<file path="config.mk">
export PLATFORM = sky130hd
export DESIGN_NAME = dma_burst_splitter
export DESIGN_NICKNAME = d
export VERILOG_FILES = /design/src/design/dbs_pkg.sv /design/src/design/dbs_ctrl.sv /design/src/design/dbs_dp.sv /design/src/design/dma_burst_splitter.sv
export SDC_FILE = /design/constraint.sdc
export NUM_CORES = 1
export LEC_CHECK = 0
export BUFFER_PORTS_ARGS = -buffer_cell sky130_fd_sc_hd__buf_2
export CORE_ASPECT_RATIO = 1.25
export CORE_MARGIN = 4
export CORE_UTILIZATION = 40
export CTS_BUF_LIST = sky130_fd_sc_hd__clkbuf_8
export DETAILED_ROUTE_END_ITERATION = 10
export PLACE_DENSITY = 0.6
export REMOVE_ABC_BUFFERS = 1
export SYNTH_ARGS = -nofsm -noshare
export SYNTH_HDL_FRONTEND = slang
export SYNTH_SLANG_ARGS = --single-unit
export TNS_END_PERCENT = 5
</file>
<file path="constraint.sdc">
create_clock -name clk -period 13 [get_ports clk]
set_input_delay 1.95 -clock clk [delete_from_list [all_inputs] [get_ports clk]]
set_output_delay 1.95 -clock clk [all_outputs]
set_load 0.02 [all_outputs]
</file>
<file path="src/design/dbs_pkg.sv">
`default_nettype none
package dbs_pkg;

  localparam int MAX_REQUEST_BYTES = 4096;
  localparam int MAX_OUTSTANDING   = 63;

  localparam int LEN_W     = 13;
  localparam int CNT_W     = 32;
  localparam int ADDR_W    = 64;
  localparam int OUTST_W   = 6;
  localparam int CFG_IDX_W = 2;
  localparam int CFG_DAT_W = 13;
  localparam int DIV_STEPS = CNT_W;
  localparam int DIV_CNT_W = $clog2(DIV_STEPS);

  localparam logic [1:0] KIND_REQ  = 2'd0;
  localparam logic [1:0] KIND_DONE = 2'd1;
  localparam logic [1:0] KIND_BUSY = 2'd2;

  localparam logic CMD_START = 1'b0;
  localparam logic CMD_RESP  = 1'b1;

  localparam logic [CFG_IDX_W-1:0] CFG_REQUEST_SIZE    = 2'd0;
  localparam logic [CFG_IDX_W-1:0] CFG_MAX_OUTSTANDING = 2'd1;
  localparam logic [CFG_IDX_W-1:0] CFG_TARGET_IS_PIM   = 2'd2;

  localparam logic [LEN_W-1:0]   RESET_REQUEST_SIZE    = 13'd64;
  localparam logic [OUTST_W-1:0] RESET_MAX_OUTSTANDING = 6'd16;

  typedef struct packed {
    logic             command;
    logic             direction;
    logic [CNT_W-1:0] byte_count;
  } dbs_in_t;

  typedef struct packed {
    logic [1:0]        kind;
    logic              request_dir;
    logic [ADDR_W-1:0] request_address;
    logic [LEN_W-1:0]  request_length;
    logic [CNT_W-1:0]  request_index;
    logic [CNT_W-1:0]  request_total;
    logic              destination;
    logic              last;
  } dbs_out_t;

  typedef struct packed {
    logic start;
    logic div_step;
    logic div_fix;
    logic resp;
    logic clear_busy;
    logic emit_req;
    logic emit_done;
    logic emit_busy;
  } dbs_cmd_t;

  typedef struct packed {
    logic busy;
    logic outst_nz;
    logic outst_one;
    logic left_zero;
    logic bytes_zero;
    logic div_last;
    logic can_issue;
    logic req_last;
    logic out_free;
  } dbs_sts_t;

  function automatic logic [LEN_W-1:0] eff_size(input logic [LEN_W-1:0] s);
    logic [LEN_W-1:0] r;
    r = s;
    if (r == '0) r = LEN_W'(1);
    if (r > LEN_W'(MAX_REQUEST_BYTES)) r = LEN_W'(MAX_REQUEST_BYTES);
    return r;
  endfunction

  function automatic logic [OUTST_W-1:0] eff_limit(input logic [OUTST_W-1:0] l);
    logic [OUTST_W-1:0] r;
    r = l;
    if (r == '0) r = OUTST_W'(1);
    if (r > OUTST_W'(MAX_OUTSTANDING)) r = OUTST_W'(MAX_OUTSTANDING);
    return r;
  endfunction

endpackage
`default_nettype wire

</file>
<file path="src/design/dbs_ctrl.sv">
`default_nettype none
module dbs_ctrl (
  input  wire logic              clk,
  input  wire logic              rst_n,
  input  wire logic              in_valid,
  output logic                   in_stall,
  input  wire dbs_pkg::dbs_in_t  in_data,
  input  wire dbs_pkg::dbs_sts_t sts,
  output dbs_pkg::dbs_cmd_t      cmd
);

  typedef enum logic [2:0] {
    ST_IDLE,
    ST_DIV,
    ST_DIV_FIX,
    ST_FILL,
    ST_EMIT_DONE,
    ST_EMIT_BUSY
  } state_t;

  state_t state_r, state_nxt;

  assign in_stall = (state_r != ST_IDLE);

  always_comb begin
    state_nxt = state_r;
    cmd       = '0;
    case (state_r)
      ST_IDLE: begin
        if (in_valid) begin
          if (in_data.command == dbs_pkg::CMD_START) begin
            if (sts.busy) begin
              state_nxt = ST_EMIT_BUSY;
            end else if (sts.bytes_zero) begin
              state_nxt = ST_EMIT_DONE;
            end else begin
              cmd.start = 1'b1;
              state_nxt = ST_DIV;
            end
          end else if (sts.busy && sts.outst_nz) begin
            cmd.resp = 1'b1;
            if (sts.left_zero && sts.outst_one) begin
              cmd.clear_busy = 1'b1;
              state_nxt      = ST_EMIT_DONE;
            end else begin
              state_nxt = ST_FILL;
            end
          end
        end
      end
      ST_DIV: begin
        cmd.div_step = 1'b1;
        if (sts.div_last) state_nxt = ST_DIV_FIX;
      end
      ST_DIV_FIX: begin
        cmd.div_fix = 1'b1;
        state_nxt   = ST_FILL;
      end
      ST_FILL: begin
        if (!sts.can_issue) begin
          state_nxt = ST_IDLE;
        end else if (sts.out_free) begin
          cmd.emit_req = 1'b1;
          if (sts.req_last) state_nxt = ST_IDLE;
        end
      end
      ST_EMIT_DONE: begin
        if (sts.out_free) begin
          cmd.emit_done = 1'b1;
          state_nxt     = ST_IDLE;
        end
      end
      ST_EMIT_BUSY: begin
        if (sts.out_free) begin
          cmd.emit_busy = 1'b1;
          state_nxt     = ST_IDLE;
        end
      end
      default: state_nxt = ST_IDLE;
    endcase
  end

  always_ff @(posedge clk) begin
    if (!rst_n) begin
      state_r <= ST_IDLE;
    end else begin
      state_r <= state_nxt;
    end
  end

endmodule
`default_nettype wire

</file>
<file path="src/design/dbs_dp.sv">
`default_nettype none
module dbs_dp (
  input  wire logic                               clk,
  input  wire logic                               rst_n,
  input  wire dbs_pkg::dbs_cmd_t                  cmd,
  output dbs_pkg::dbs_sts_t                       sts,
  input  wire dbs_pkg::dbs_in_t                   in_data,
  input  wire logic                               cfg_wr_en,
  input  wire logic [dbs_pkg::CFG_IDX_W-1:0]      cfg_index,
  input  wire logic [dbs_pkg::CFG_DAT_W-1:0]      cfg_wdata,
  output logic                                    out_valid,
  input  wire logic                               out_stall,
  output dbs_pkg::dbs_out_t                       out_data
);

  // configuration
  logic [dbs_pkg::LEN_W-1:0]     req_size_r;
  logic [dbs_pkg::OUTST_W-1:0]   max_outst_r;
  logic                          pim_r;

  // transfer state
  logic                          busy_r;
  logic [dbs_pkg::OUTST_W-1:0]   outst_r;
  logic [dbs_pkg::ADDR_W-1:0]    addr_r;
  logic [dbs_pkg::CNT_W-1:0]     left_r;
  logic [dbs_pkg::CNT_W-1:0]     idx_r;
  logic [dbs_pkg::CNT_W-1:0]     total_r;
  logic [dbs_pkg::LEN_W-1:0]     size_r;
  logic                          dir_r;

  // divider
  logic [dbs_pkg::LEN_W-1:0]     rem_r;
  logic [dbs_pkg::DIV_CNT_W-1:0] div_cnt_r;
  logic [dbs_pkg::LEN_W:0]       trial;
  logic [dbs_pkg::LEN_W:0]       diff;
  logic                          fits;

  logic                          out_valid_r;
  dbs_pkg::dbs_out_t             out_data_r;
  dbs_pkg::dbs_out_t             status_item;

  logic [dbs_pkg::OUTST_W-1:0]   limit;
  logic [dbs_pkg::CNT_W-1:0]     size_ext;
  logic                          left_le_size;
  logic [dbs_pkg::LEN_W-1:0]     len;

  assign limit        = dbs_pkg::eff_limit(max_outst_r);
  assign size_ext     = dbs_pkg::CNT_W'(size_r);
  assign left_le_size = (left_r <= size_ext);
  assign len          = left_le_size ? left_r[dbs_pkg::LEN_W-1:0] : size_r;

  assign trial = {rem_r, total_r[dbs_pkg::CNT_W-1]};
  assign diff  = trial - {1'b0, size_r};
  assign fits  = (trial >= {1'b0, size_r});

  always_comb begin
    sts            = '0;
    sts.busy       = busy_r;
    sts.outst_nz   = (outst_r != '0);
    sts.outst_one  = (outst_r == dbs_pkg::OUTST_W'(1));
    sts.left_zero  = (left_r == '0);
    sts.bytes_zero = (in_data.byte_count == '0);
    sts.div_last   = (div_cnt_r == dbs_pkg::DIV_CNT_W'(dbs_pkg::DIV_STEPS - 1));
    sts.can_issue  = (left_r != '0) && (outst_r < limit);
    sts.req_last   = left_le_size || (outst_r == limit - dbs_pkg::OUTST_W'(1));
    sts.out_free   = !out_valid_r || !out_stall;
  end

  always_comb begin
    status_item      = '0;
    status_item.kind = cmd.emit_done ? dbs_pkg::KIND_DONE : dbs_pkg::KIND_BUSY;
    status_item.last = 1'b1;
  end

  always_ff @(posedge clk) begin
    if (!rst_n) begin
      req_size_r  <= dbs_pkg::RESET_REQUEST_SIZE;
      max_outst_r <= dbs_pkg::RESET_MAX_OUTSTANDING;
      pim_r       <= 1'b0;
      busy_r      <= 1'b0;
      outst_r     <= '0;
      addr_r      <= '0;
      left_r      <= '0;
      out_valid_r <= 1'b0;
    end else begin
      if (cfg_wr_en) begin
        case (cfg_index)
          dbs_pkg::CFG_REQUEST_SIZE:    req_size_r  <= cfg_wdata;
          dbs_pkg::CFG_MAX_OUTSTANDING: max_outst_r <= cfg_wdata[dbs_pkg::OUTST_W-1:0];
          dbs_pkg::CFG_TARGET_IS_PIM:   pim_r       <= cfg_wdata[0];
          default: ;
        endcase
      end
      if (cmd.start) begin
        busy_r  <= 1'b1;
        outst_r <= '0;
        left_r  <= in_data.byte_count;
      end
      if (cmd.resp) outst_r <= outst_r - dbs_pkg::OUTST_W'(1);
      if (cmd.clear_busy) busy_r <= 1'b0;
      if (cmd.emit_req) begin
        outst_r <= outst_r + dbs_pkg::OUTST_W'(1);
        addr_r  <= addr_r + dbs_pkg::ADDR_W'(size_r);
        left_r  <= left_r - dbs_pkg::CNT_W'(len);
      end
      if (cmd.emit_req || cmd.emit_done || cmd.emit_busy) begin
        out_valid_r <= 1'b1;
      end else if (!out_stall) begin
        out_valid_r <= 1'b0;
      end
    end
  end

  always_ff @(posedge clk) begin
    if (cmd.start) begin
      size_r    <= dbs_pkg::eff_size(req_size_r);
      dir_r     <= in_data.direction;
      idx_r     <= '0;
      total_r   <= in_data.byte_count;
      rem_r     <= '0;
      div_cnt_r <= '0;
    end
    if (cmd.div_step) begin
      rem_r     <= fits ? diff[dbs_pkg::LEN_W-1:0] : trial[dbs_pkg::LEN_W-1:0];
      total_r   <= {total_r[dbs_pkg::CNT_W-2:0], fits};
      div_cnt_r <= div_cnt_r + dbs_pkg::DIV_CNT_W'(1);
    end
    // round the quotient up when a short final request remains
    if (cmd.div_fix) total_r <= total_r + dbs_pkg::CNT_W'(rem_r != '0);
    if (cmd.emit_req) begin
      idx_r                      <= idx_r + dbs_pkg::CNT_W'(1);
      out_data_r.kind            <= dbs_pkg::KIND_REQ;
      out_data_r.request_dir     <= dir_r;
      out_data_r.request_address <= addr_r;
      out_data_r.request_length  <= len;
      out_data_r.request_index   <= idx_r;
      out_data_r.request_total   <= total_r;
      out_data_r.destination     <= pim_r;
      out_data_r.last            <= sts.req_last;
    end else if (cmd.emit_done || cmd.emit_busy) begin
      out_data_r <= status_item;
    end
  end

  assign out_valid = out_valid_r;
  assign out_data  = out_data_r;

endmodule
`default_nettype wire

</file>
<file path="src/design/dma_burst_splitter.sv">
// a start divides its byte count by the request size, one quotient bit per cycle,
// before its first request; then requests leave one per cycle, while out_stall is low,
// up to the limit; results of a response, rejected or empty start pass a state register first
// throughput: one item at a time; the next item is taken once the last result is queued
// reset: synchronous active-low rst_n clears the transfer state and address counter
// and loads request_size 64, max_outstanding 16, target_is_pim 0
`default_nettype none
module dma_burst_splitter (
  input  wire logic                          clk,
  input  wire logic                          rst_n,
  input  wire logic                          in_valid,
  output logic                               in_stall,
  input  wire dbs_pkg::dbs_in_t              in_data,
  output logic                               out_valid,
  input  wire logic                          out_stall,
  output dbs_pkg::dbs_out_t                  out_data,
  input  wire logic                          cfg_wr_en,
  input  wire logic [dbs_pkg::CFG_IDX_W-1:0] cfg_index,
  input  wire logic [dbs_pkg::CFG_DAT_W-1:0] cfg_wdata
);

  dbs_pkg::dbs_cmd_t cmd;
  dbs_pkg::dbs_sts_t sts;

  dbs_ctrl u_ctrl (
    .clk      (clk),
    .rst_n    (rst_n),
    .in_valid (in_valid),
    .in_stall (in_stall),
    .in_data  (in_data),
    .sts      (sts),
    .cmd      (cmd)
  );

  dbs_dp u_dp (
    .clk       (clk),
    .rst_n     (rst_n),
    .cmd       (cmd),
    .sts       (sts),
    .in_data   (in_data),
    .cfg_wr_en (cfg_wr_en),
    .cfg_index (cfg_index),
    .cfg_wdata (cfg_wdata),
    .out_valid (out_valid),
    .out_stall (out_stall),
    .out_data  (out_data)
  );

endmodule
`default_nettype wire

</file>
=== Word-level counts from Yosys, hierarchy flattened ===
Cells that the tools add are included.

* Flip-flop bits (word level): 369
* Input port bits: 54
* Output and inout bits: 148

* $add $sub $neg: 9
* Order comparisons: 5
* Equal/unequal tests: 17
* Mux-type cells: 53
* Bitwise logic cells: 1
* Reductions and logical operators: 31

{| class="wikitable"
|+ Operator list
! kind !! number
|-
| $mux 144 || 2
|-
| $mux 32 || 6
|-
| $mux 13 || 6
|-
| $add 64x13->64 || 1
|-
| $logic_not 32->1 || 2
|-
| $mux 3 || 11
|-
| $add 32x1->32 || 1
|-
| $add 32x1->32 const B || 1
|-
| $le 32x13->1 || 1
|-
| $reduce_bool 32->1 || 1
|-
| $sub 32x13->32 || 1
|-
| $mux 6 || 5
|-
| $mux 1 || 15
|-
| $pmux 3 s5 || 1
|-
| $ge 14x13->1 || 1
|-
| $gt 13x13->1 const B || 1
|-
| $logic_not 13->1 || 1
|-
| $reduce_bool 13->1 || 1
|-
| $sub 13x13->13 || 1
|-
| $sub 6x1->6 const B || 2
|-
| $mux 2 || 5
|-
| $mux 5 || 2
|-
| $reduce_bool 3->1 || 3
|-
| $add 6x1->6 const B || 1
|-
| other kinds (27) || 44
|}

=== Longest topological paths before layout ===
Gate-level depths: netlist of the first run.

* Word-level depth: 11
* Gate-level depth with buffers: 24
* Depth with buffers taken out: 21

=== Cells and area by module ===
Synthesis of the first run repeated with hierarchy kept, for this count alone.

* Cell total of the unflattened synthesis: 1,874
* Area, all modules: 19,152.1 um2

{| class="wikitable"
|+ Modules (own cells, without submodules)
! module !! times used !! cells each !! area an instance (um2) !! sequential area each (um2)
|-
| dbs_dp || 1 || 1,835 || 18,836.8 || 9,729.3
|-
| dbs_ctrl || 1 || 39 || 315.3 || 60.1
|}

=== Least setup slack after synthesis of the first run ===
No wires, ideal clock.

* Path kind: input to register
* Start: input out_stall
* End: register u_dp.out_data_r, in the netlist u_dp.out_data[0], enable pin
* Library setup time: 497 ps
* Arrival: 5,569 ps
* Required time: 12,503 ps
* Path slack: 6,934 ps
* Cell stages on the path: 6
* Path buffers: 2
* Cell sequence: nand2_1 -> and3_1 -> clkbuf_1 -> clkbuf_1 -> nor2_1 -> inv_1

* Longest elaborated chain between the ends: 6
* Elaborated cells on any way between the ends: 9
* Classes of those cells: 5 x mux; 4 x reduce/logical

{| class="wikitable"
|+ RTL lines
! element !! RTL line !! source
|-
| from (decl) || dma_burst_splitter.sv:15 || <nowiki>input wire logic out_stall,</nowiki>
|-
| $logic_not 1->1 (*) || dbs_dp.sv:66 || <nowiki>sts.out_free = !out_valid_r || !out_stall;</nowiki>
|-
| $logic_or 1x1->1 (*) || dbs_dp.sv:66 ||
|-
| $mux 1 (*) || dbs_ctrl.sv:62, dbs_ctrl.sv:68, dbs_ctrl.sv:74 ||
|-
| $mux 1, on equally long branches || dbs_ctrl.sv:60, dbs_ctrl.sv:28 ||
|-
| $mux 1 / $logic_or 1x1->1 (equally long branches) || dbs_ctrl.sv:28, dbs_dp.sv:140 ||
|-
| $reduce_bool 2->1 (no source line) (*) || -- ||
|-
| to (signal assigned) || dbs_dp.sv:141 || <nowiki>out_data_r <= status_item;</nowiki>
|-
| to (decl) || dbs_dp.sv:39 || <nowiki>dbs_pkg::dbs_out_t out_data_r;</nowiki>
|}

Mark *: on every way between the ends. The rest lies on a longest branch, timed or not.
A chain may end at the register's enable or synchronous reset.

=== Worst setup path after layout of the first run ===
* Start: register u_dp.left_r[16] (netlist name)
* End: register u_dp.left_r[26] (netlist name)

* Elaborated cells on any way between the ends: 9
* Classes of those cells: 1 x add/sub; 1 x order compare; 4 x mux; 3 x reduce/logical

{| class="wikitable"
|+ RTL lines
! element !! RTL line !! source
|-
| from (decl) || dbs_dp.sv:25 || <nowiki>logic [dbs_pkg::CNT_W-1:0] left_r;</nowiki>
|-
| from (signal assigned) || dbs_dp.sv:97 || <nowiki>left_r <= in_data.byte_count;</nowiki>
|-
| from (signal assigned) || dbs_dp.sv:104 || <nowiki>left_r <= left_r - dbs_pkg::CNT_W'(len);</nowiki>
|-
| $le 32x13->1 || dbs_dp.sv:49 || <nowiki>assign left_le_size = (left_r <= size_ext);</nowiki>
|-
| $mux 13 || dbs_dp.sv:50 || <nowiki>assign len = left_le_size ? left_r[dbs_pkg::LEN_W-1:0] : size_r;</nowiki>
|-
| named net u_dp.len (one bit) || dbs_dp.sv:45 || <nowiki>logic [dbs_pkg::LEN_W-1:0] len;</nowiki>
|-
| $sub 32x13->32 || dbs_dp.sv:104 ||
|-
| $mux 32 || dbs_dp.sv:101 || <nowiki>if (cmd.emit_req) begin</nowiki>
|}

The timed path passes the listed nets, and every way through them passes these cells.

==> results of run 1 <==
[worst paths after layout]
check / from / endpoint / slack [ps] / depth (start not counted)
worst max register to register: u_dp.left_r[16] / u_dp.left_r[26] / 6950 / 19
worst min register to register: u_dp.req_size_r[0] / u_dp.req_size_r[0] / 480 / 2
worst min-delay path: u_dp.req_size_r[0] / u_dp.req_size_r[0] / 480 / 2
worst max-delay path: u_dp.left_r[16] / u_dp.left_r[26] / 6950 / 19
[power by group]
group	leakage [nW]	internal, mW	switching, mW
clock	0.693	0.578	0.487
sequential	3.22	1.48	0.153
combinational	4.07	0.362	0.650
[cell families after synthesis]
logic type	count (synthesis)	share of synthesized area (%)
mux	32	1.795
buf+inv	143	3.039
compound gates	344	11.88
fa+ha+maj	67	4.626
xor+xnor	117	5.507
flops	369	52.61
simple gates	756	20.54
[layer usage]
layer | GRT usage, % | vias to the layer above | share of wire [%]
met3 | 3.372 | 96 | 5.1
met2 | 31.72 | 400 | 49
li1 | - | 6993 | -
met1 | 23.69 | 6881 | 43
met4 | 7.102 | 0 | 3.3
met5 | 0 | - | 0
[tightest hold or removal path: stages (launching register included)]
cell and delay (ps):
dfxtp_1 320, nand2_1 60, a21oi_1 50
[registers in the layout, indices dropped and copies added (netlist names), 6 cells and up]
name              cells
u_dp.max_outst_r      6
u_dp.out_data       146
u_dp.total_r         32
u_dp.rem_r           13
u_dp.idx_r           32
u_dp.req_size_r      13
u_dp.left_r          32
u_dp.outst_r          6
u_dp.addr_r          64
u_dp.size_r          13
[cells in the mapped netlist (10+ instances only)]
library cell / number
xor2_1: 64
nor2b_1: 31
and3_1: 29
a211oi_1: 10
or3_1: 25
nor3_1: 43
a31oi_1: 18
o211ai_1: 11
a21oi_1: 89
inv_1: 54
nor2_1: 176
nor4_1: 21
mux2i_1: 30
a21o_1: 10
or2_2: 10
nand2_1: 165
o31ai_1: 10
dfxtp_1: 129
edfxtp_1: 240
ha_1: 64
o21ai_0: 84
clkbuf_1: 71
nand4_1: 34
xnor2_1: 53
nand2b_1: 11
and2_1: 131
a22oi_1: 31
a32oi_1: 10
nand3_1: 54
o21a_1: 19
[cell type report]
cell class	count	area [um^2]	area share (%)
sequential	369	9789	45.69
multi-input combinational	1316	8280	38.65
timing repair buffer	219	1141	5.326
clock buffer	71	977.2	4.561
tap	585	732.0	3.416
clock inverter	39	290.3	1.355
inverter	55	212.7	0.9928
antenna	1	2.502	0.01168
==> metrics.yaml, run 1 <==
drt:
  drc: 0
  route.antenna.remaining_nets: 0
  first_iter_violations: 852
  vias_per_cell: 5.412
  num_vias: 14370
  dr.pass1.iters: 6
  detail_route.wirelength_um: 48750
  wire_per_inst_um: 18.36
pwr:
  power.density_cell_area_mw_per_mm2: 173.2
  power_mw: 3.712
  static-leakage-power_nw: 7.983
  ir_worst_vdd_uv: 84.30
final_layout:
  fillCellCount: 4314
  layout_commonest_cell: "edfxtp_1"
  mostFrequentLayoutCells: "edfxtp_1, buf_2, nor2_1"
  nNetsFinal: 2141
  final_cell_area_mm2: 0.02143
  layout_cells_sized_above_1_pct: 16.29
  layoutNonFillerInstCount: 2655
  area_growth_pct: 15.14
  final_core_utilization_pct: 46.44
die:
  die-area_mm2: 0.05006
  floorplan.initialDensity_pct: 40.33
  placement_rows: 88
  dieWidth_um: 200.9
  die-height_um: 249.1
  core_area_mm2: 0.04613
  io_pins: 202
clocking:
  cts_resized: 0
  numCtsBuffers: 59
  htree_levels: 2
  cts.sinks: 369
  clk_pin_slew_ps: 60
  cts_tree: "done"
  cts-root-buf: "clkbuf_8"
  cts_buffer_depth: 3
  postCtsSetupRepairBufs: 0
  clock_latency_ps: 660
  quantity_of_hold_fixing_buffers_added_after_cts: 0
min_path:
  min-delay-path-class: "flip-flop to flip-flop"
critical_path:
  worst_path_arrival_time_ps: 6530
  crit_path_required_time_ps: 13480
  slowest_stage: "or4_1"
  type_of_the_worst_setup_path: "flip-flop to flip-flop"
  cp_num_buf_inv: 1
  critPathMaxFanout: 22
  worst_path_largest_cell_delay_ps: 650
  worst_setup_path_start_kind: "flip-flop"
  cpLargestDelayFamily: "compound AO/OA/AOI/OAI gates"
  worstSetupEndpointType: "flip-flop"
  path_cells: "or4_4 -> or4_1 -> or2_0 -> and4b_1 -> nor2_1 -> buf_4 -> o21ai_0 -> ha_1 -> fa_1 -> nor2b_1 -> o31ai_1 -> a21oi_1 -> o41a_1 -> o211a_1 -> a31oi_1 -> o211ai_1 -> o211ai_1 -> a311o_1 -> a31oi_1"
synthesis:
  synth-async-reset-ratio_pct: 0
  yosys_warnings: 0
  yosys.area.top_type_share_pct: 38.73
  synth-edff-count: 240
  post_synth_main_area_contributors: "edfxtp_1, dfxtp_1, and2_1"
  cell_area_after_technology_mapping_mm2: 0.01861
  synth_seq_cells: 369
  sequential_area_share_after_synthesis_pct: 52.61
  synth.largest_area_cell: "edfxtp_1"
  synthesis.instances: 1828
  synth_top_flop_cell: "edfxtp_1"
  ys_types: 76
  synth_area_per_cell_um2: 10.18
global_routing:
  grt_usage_pct: 18.64
  antenna_found_initial: 1
  wire_length_of_the_first_global_routing_pass_um: 76070
  globalRouteOverflowTotal: 0
  grt_start_max_net_pins: 105
  grt_pass1_vias: 13917
timing:
  timing.final.crit_period_ps: 6049
  grt_setup_unrepaired: "no"
  finalHoldWorstSlack_ps: 475.4
  postLayoutSetupSlackWorst_ps: 6951
  layout_worst_path_cycle_share_pct: 46.53
  setup_viol_count_final: 0
  relSlewSlack_pct: 24.09
  worst_pin_slew_ps: 1134
  final_hold_viol_count: 0
  clock_skew_ps: 34.05
  max_freq_ghz: 0.1653
  maxSlewViolCount: 0
  setup_total_negative_slack_ps: 0
run_status:
  run_status: "finished, final reports clean"
placement:
  gp_congestion: 0.8568
  post-dp-hpwl_um: 33720
  io_buffers: 201
  dp_cells: 2544
  placed_cell_area_mm2: 0.02016
  placement.setup.worst_slack_ps: 7073
run:
  max-cap-violations: 0
(Power assumes the default switching activity.)
==> run 2, diff against run 1 <==
- ABC_AREA: unset -> 1
- PLACE_DENSITY: 0.6 -> 0.62
- clock period: 13 -> 5.4 ns (I/O delays scaled with it)
==> run 2 against run 1 <==
  * Flip-flop and latch count unchanged
  * Clock skew up 4.7 ps
  * Wire length up 13%
  * Critical path type unchanged
  * Critical endpoint is now u_dp.left_r[24]
  * Largest power group is now combinational logic
==> metrics.yaml, run 2 <==
run_status:
  run_status: "finished, final reports clean"
synthesis:
  yosys.area.top_type_share_pct: 36.08
  synthMuxAreaShare_pct: 0
  synth-edff-count: 240
  synth_top_flop_cell: "edfxtp_1"
  yosys_warnings: 0
  synth_compound_area_share_pct: 12.00
  cell_area_after_technology_mapping_mm2: 0.01997
  yosys.area_share.adder_pct: 4.310
  post_synth_main_area_contributors: "edfxtp_1, dfxtp_1, nand2_1"
  synth-async-reset-ratio_pct: 0
  synth_area_per_cell_um2: 8.435
  ys_types: 70
  main_combinational_cell_family_by_area_after_synthesis: "simple AND/OR/NAND/NOR gates"
  synth_seq_cells: 369
  post_synth_and_or_nand_nor_area_fraction_pct: 23.92
  synth.top_cells.by_count: "nand2_1, inv_1, nor2_1, edfxtp_1, a21oi_1"
  synthesis.instances: 2368
  synth.largest_area_cell: "edfxtp_1"
  synth_xor_xnor_area_share_pct: 2.500
  sequential_area_share_after_synthesis_pct: 49.01
  synth_most_common_cell: "nand2_1"
critical_path:
  worst_path_largest_cell_delay_ps: 460
  cpLargestDelayFamily: "simple AND/OR/NAND/NOR gates"
  r2r_slack_ps: 810
  worst_path_arrival_time_ps: 5210
  cp_num_buf_inv: 5
  worst_setup_path_start_kind: "flip-flop"
  type_of_the_worst_setup_path: "flip-flop to flip-flop"
  critPathMaxFanout: 9
  worstSetupEndpointType: "flip-flop"
  crit_path_required_time_ps: 6020
  slowest_stage: "fa_1"
  worst_path_most_repeated_cell: "nand2_1"
pwr:
  power_mw: 11.76
  ir_worst_vdd_uv: 192.9
  power.density_cell_area_mw_per_mm2: 515.0
  static-leakage-power_nw: 9.136
timing:
  layout_worst_path_cycle_share_pct: 85.06
  grt_setup_unrepaired: "no"
  final_hold_viol_count: 0
  finalHoldWorstSlack_ps: 316.8
  setup_viol_count_final: 0
  worst_pin_slew_ps: 947.5
  timing.final.crit_period_ps: 4593
  clock_skew_ps: 38.74
  relSlewSlack_pct: 36.25
  maxSlewViolCount: 0
  max_freq_ghz: 0.2177
clocking:
  postCtsSetupRepairBufs: 0
  quantity_of_hold_fixing_buffers_added_after_cts: 0
  cts_buffer_depth: 3
  cts.sinks: 369
  clk_pin_slew_ps: 70
  clock_latency_ps: 690
  cts_resized: 0
  cts-root-buf: "clkbuf_8"
  numCtsBuffers: 61
  htree_levels: 2
  cts_tree: "done"
die:
  io_pins: 202
  die-height_um: 257.8
  placement_rows: 91
  die-area_mm2: 0.05359
  core_area_mm2: 0.04941
  dieWidth_um: 207.9
  floorplan.initialDensity_pct: 40.42
global_routing:
  grt_usage_pct: 20.03
  grt_pass1_vias: 17001
  grt_start_max_net_pins: 130
  wire_length_of_the_first_global_routing_pass_um: 88960
  globalRouteOverflowTotal: 0
  antenna_found_initial: 1
run:
  max-cap-violations: 0
final_layout:
  max_reg_flops: 146
  area_growth_pct: 14.31
  layout_commonest_cell: "inv_1"
  layout_cells_sized_above_1_pct: 14.19
  nNetsFinal: 2697
  mostFrequentLayoutCells: "inv_1, nand2_1, nor2_1"
drt:
  route.antenna.remaining_nets: 0
  detail_route.wirelength_um: 55020
  drc: 0
  first_iter_violations: 1023
  vias_per_cell: 5.238
  num_vias: 17181
  dr.pass1.iters: 5
  wire_per_inst_um: 16.77
placement:
  gp_congestion: 0.9265
  post-dp-hpwl_um: 40200
  io_buffers: 201
min_path:
  min-delay-path-class: "input port to flip-flop"
## run 2: worst register-to-register path, delay by kind of cell, from the launching register on
kind	cells	cell delay [ps]
AOI/OAI and AO/OA	4	800
buffers and inverters	5	550
DFF	1	430
adders and majority gates	2	780
and+or+nand+nor	19	1960
## run 2: through the flow
stage                     utilization (%)  cell area (um^2)  cells  TNS (ps)  setup WS [ps]
final                               46.20             22830   3280         0          806.8
after detailed placement            43.79             21640   3164         0          819.7
after CTS                           46.20             22830   3279         0          808.5
after floorplan                         -             19660   2298   -208520          -1439
after global routing                46.20             22830   3280         0          319.1
after global placement              43.79             21640   3164         0           1095
## run 2: path summary, 6_finish.rpt
check	start	endpoint	cells past startpoint
worst min register to register	u_dp.pim_r	u_dp.pim_r	2
worst max-delay path	u_dp.size_r[11]	u_dp.left_r[24]	30
worst max register to register	u_dp.size_r[11]	u_dp.left_r[24]	30
worst min-delay path	in_data[32]	u_dp.dir_r	1
## run 2: layout make-up
type | instances | area [um^2]
fillers | 4908 | 26580
flip-flops and latches | 369 | 9789
multi-input cells | 1572 | 8543
inverters | 357 | 1341
repair buffers | 215 | 1149
clock buffers | 70 | 963.4
well taps | 651 | 814.5
clock inverters | 45 | 227.7
diodes | 1 | 2.502
## run 2: where the power goes
group | internal [mW] | leakage [nW] | total, mW | switching [mW]
Combinational | 1.49 | 5.11 | 4.88 | 3.39
Clock | 1.23 | 0.697 | 2.42 | 1.19
Sequential | 3.99 | 3.33 | 4.45 | 0.466
## run 2: routing by layer
layer / vias to the layer above / GRT usage [%] / share of wire [%]
li1: 8462 / - / -
met1: 8143 / 25.02 / 42
met2: 472 / 35.03 / 49
met3: 104 / 3.584 / 5.3
met4: 0 / 6.936 / 3.0
met5: - / 0 / 0
## run 2: kinds of logic (layout without fill, tap and decap cells)
kind of cell | after synthesis | count (layout)
DFF | 369 | 369
other | 0 | 1
AOI/OAI and AO/OA | 421 | 421
xor gates and xnor gates | 57 | 57
buffers and inverters | 427 | 687
adders and majority gates | 67 | 67
and+or+nand+nor | 1027 | 1027
==> run 3, diff against run 2 <==
- CTS_BUF_LIST: sky130_fd_sc_hd__clkbuf_8 -> unset
==> run 3 against run 2 <==
  * Total power grew 4.2%
  * Critical path depth unchanged
  * Highest routed layer unchanged
  * Count of clock-buffer cells in the layout fell by 17
  * Global-route usage shrank 0.092 points
==> metrics.yaml, run 3 (synthesized netlist as in run 2, its figures left out) <==
final_layout:
  area_growth_pct: 15.27
  layoutNonFillerInstCount: 3238
  mostFrequentLayoutCells: "nand2_1, inv_1, nor2_1"
  nNetsFinal: 2676
  max_reg_flops: 146
  final_core_utilization_pct: 46.59
  insertedDiodeCount: 0
  layout_cells_sized_above_1_pct: 13.65
  layout_commonest_cell: "nand2_1"
timing:
  grt_setup_unrepaired: "no"
  clock_skew_ps: 34.04
  setup_viol_count_final: 0
  finalHoldWorstSlack_ps: 435.3
  worst_pin_slew_ps: 1090
  postLayoutSetupSlackWorst_ps: 820.0
  layout_worst_path_cycle_share_pct: 84.81
  relSlewSlack_pct: 26.64
  maxSlewViolCount: 0
  max_freq_ghz: 0.2183
  final_hold_viol_count: 0
  timing.final.crit_period_ps: 4580
clocking:
  cts_buffer_depth: 3
  cts_resized: 0
  htree_levels: 2
  numCtsBuffers: 40
  quantity_of_hold_fixing_buffers_added_after_cts: 0
  clock_latency_ps: 580
  clk_pin_slew_ps: 70
  cts_tree: "done"
  cts-root-buf: "clkbuf_16"
  postCtsSetupRepairBufs: 0
  cts.sinks: 369
critical_path:
  slowest_stage: "fa_1"
  worst_path_most_repeated_cell: "nand2_1"
  crit_path_required_time_ps: 5900
  cp_num_buf_inv: 5
  cpLargestDelayFamily: "simple AND/OR/NAND/NOR gates"
  worst_path_largest_cell_delay_ps: 460
  worst_path_arrival_time_ps: 5080
  worstSetupEndpointType: "flip-flop"
  worst_setup_path_start_kind: "flip-flop"
  critPathMaxFanout: 9
  type_of_the_worst_setup_path: "flip-flop to flip-flop"
global_routing:
  grt_usage_pct: 19.94
  globalRouteOverflowTotal: 0
  grt_pass1_vias: 16804
  grt_start_max_net_pins: 130
  antenna_found_initial: 0
  wire_length_of_the_first_global_routing_pass_um: 88680
die:
  placement_rows: 91
  dieWidth_um: 207.9
  core_area_mm2: 0.04941
  die-area_mm2: 0.05359
  io_pins: 202
  die-height_um: 257.8
  floorplan.initialDensity_pct: 40.42
drt:
  drc: 0
  dr.pass1.iters: 6
  vias_per_cell: 5.263
  detail_route.wirelength_um: 54800
  route.antenna.remaining_nets: 0
  first_iter_violations: 1078
  wire_per_inst_um: 16.92
  num_vias: 17040
pwr:
  static-leakage-power_nw: 9.125
  ir_worst_vdd_uv: 240.1
  power_mw: 12.26
  power.density_cell_area_mw_per_mm2: 532.3
placement:
  dp_cells: 3164
  gp_congestion: 0.9265
  placement.setup.worst_slack_ps: 819.7
  io_buffers: 201
  post-dp-hpwl_um: 40200
run_status:
  run_status: "finished, final reports clean"
min_path:
  min-delay-path-class: "input port to flip-flop"
run:
  max-cap-violations: 0
-- run 3: changes by cell type in the layout (fill, tap and decap cells not counted), moves of 2 or more --
cell	before	now
clkinv_1	9	2
clkbuf_16	0	43
bufinv_16	1	5
inv_1	370	348
inv_4	0	2
inv_6	0	2
clkbuf_8	70	2
clkbuf_1	0	8
-- run 3: worst register-to-register path, delay by kind of cell (launching register included) --
| family | cells | cell delay [ps] |
|---|---|---|
| and+or+nand+nor | 19 | 1970 |
| AOI/OAI and AO/OA | 4 | 790 |
| adders and majority gates | 2 | 780 |
| buffers and inverters | 5 | 550 |
| DFF | 1 | 430 |
-- run 3: final timing paths --
| path | from | endpoint | slack, ps | cells past startpoint |
|---|---|---|---|---|
| worst max-delay path | u_dp.size_r[11] | u_dp.left_r[24] | 820 | 30 |
| worst min-delay path | in_data[32] | u_dp.dir_r | 440 | 1 |
| worst max register to register | u_dp.size_r[11] | u_dp.left_r[24] | 820 | 30 |
| worst min register to register | u_dp.pim_r | u_dp.pim_r | 460 | 2 |
-- run 3: per-layer routing --
| metal | track usage, % | part of all wire (%) | vias up |
|---|---|---|---|
| met3 | 3.414 | 5.1 | 104 |
| met4 | 6.735 | 3.2 | 0 |
| li1 | - | - | 8413 |
| met2 | 34.82 | 49 | 444 |
| met5 | 0 | 0 | - |
| met1 | 25.11 | 43 | 8079 |
-- run 3: layout make-up --
type	instances	area, um^2
clock inverters	21	252.7
inverters	357	1341
clock buffers	53	1134
repair buffers	215	1149
flip-flops and latches	369	9789
multi-input cells	1572	8543
well taps	651	814.5
fillers	4867	26390
-- run 3: per-stage QoR --
step                instance area [um^2]  setup TNS, ps
floorplan                          19660        -208520
global placement                   21640              0
detailed placement                 21640              0
CTS                                23020              0
global route                       23020              0
finish                             23020              0
-- run 3: power by group --
| group | switching, mW | total, mW | internal, mW |
|---|---|---|---|
| combinational | 3.40 | 4.89 | 1.49 |
| sequential | 0.463 | 4.45 | 3.98 |
| clock | 1.19 | 2.92 | 1.73 |
| total | 5.05 | 12.3 | 7.20 |
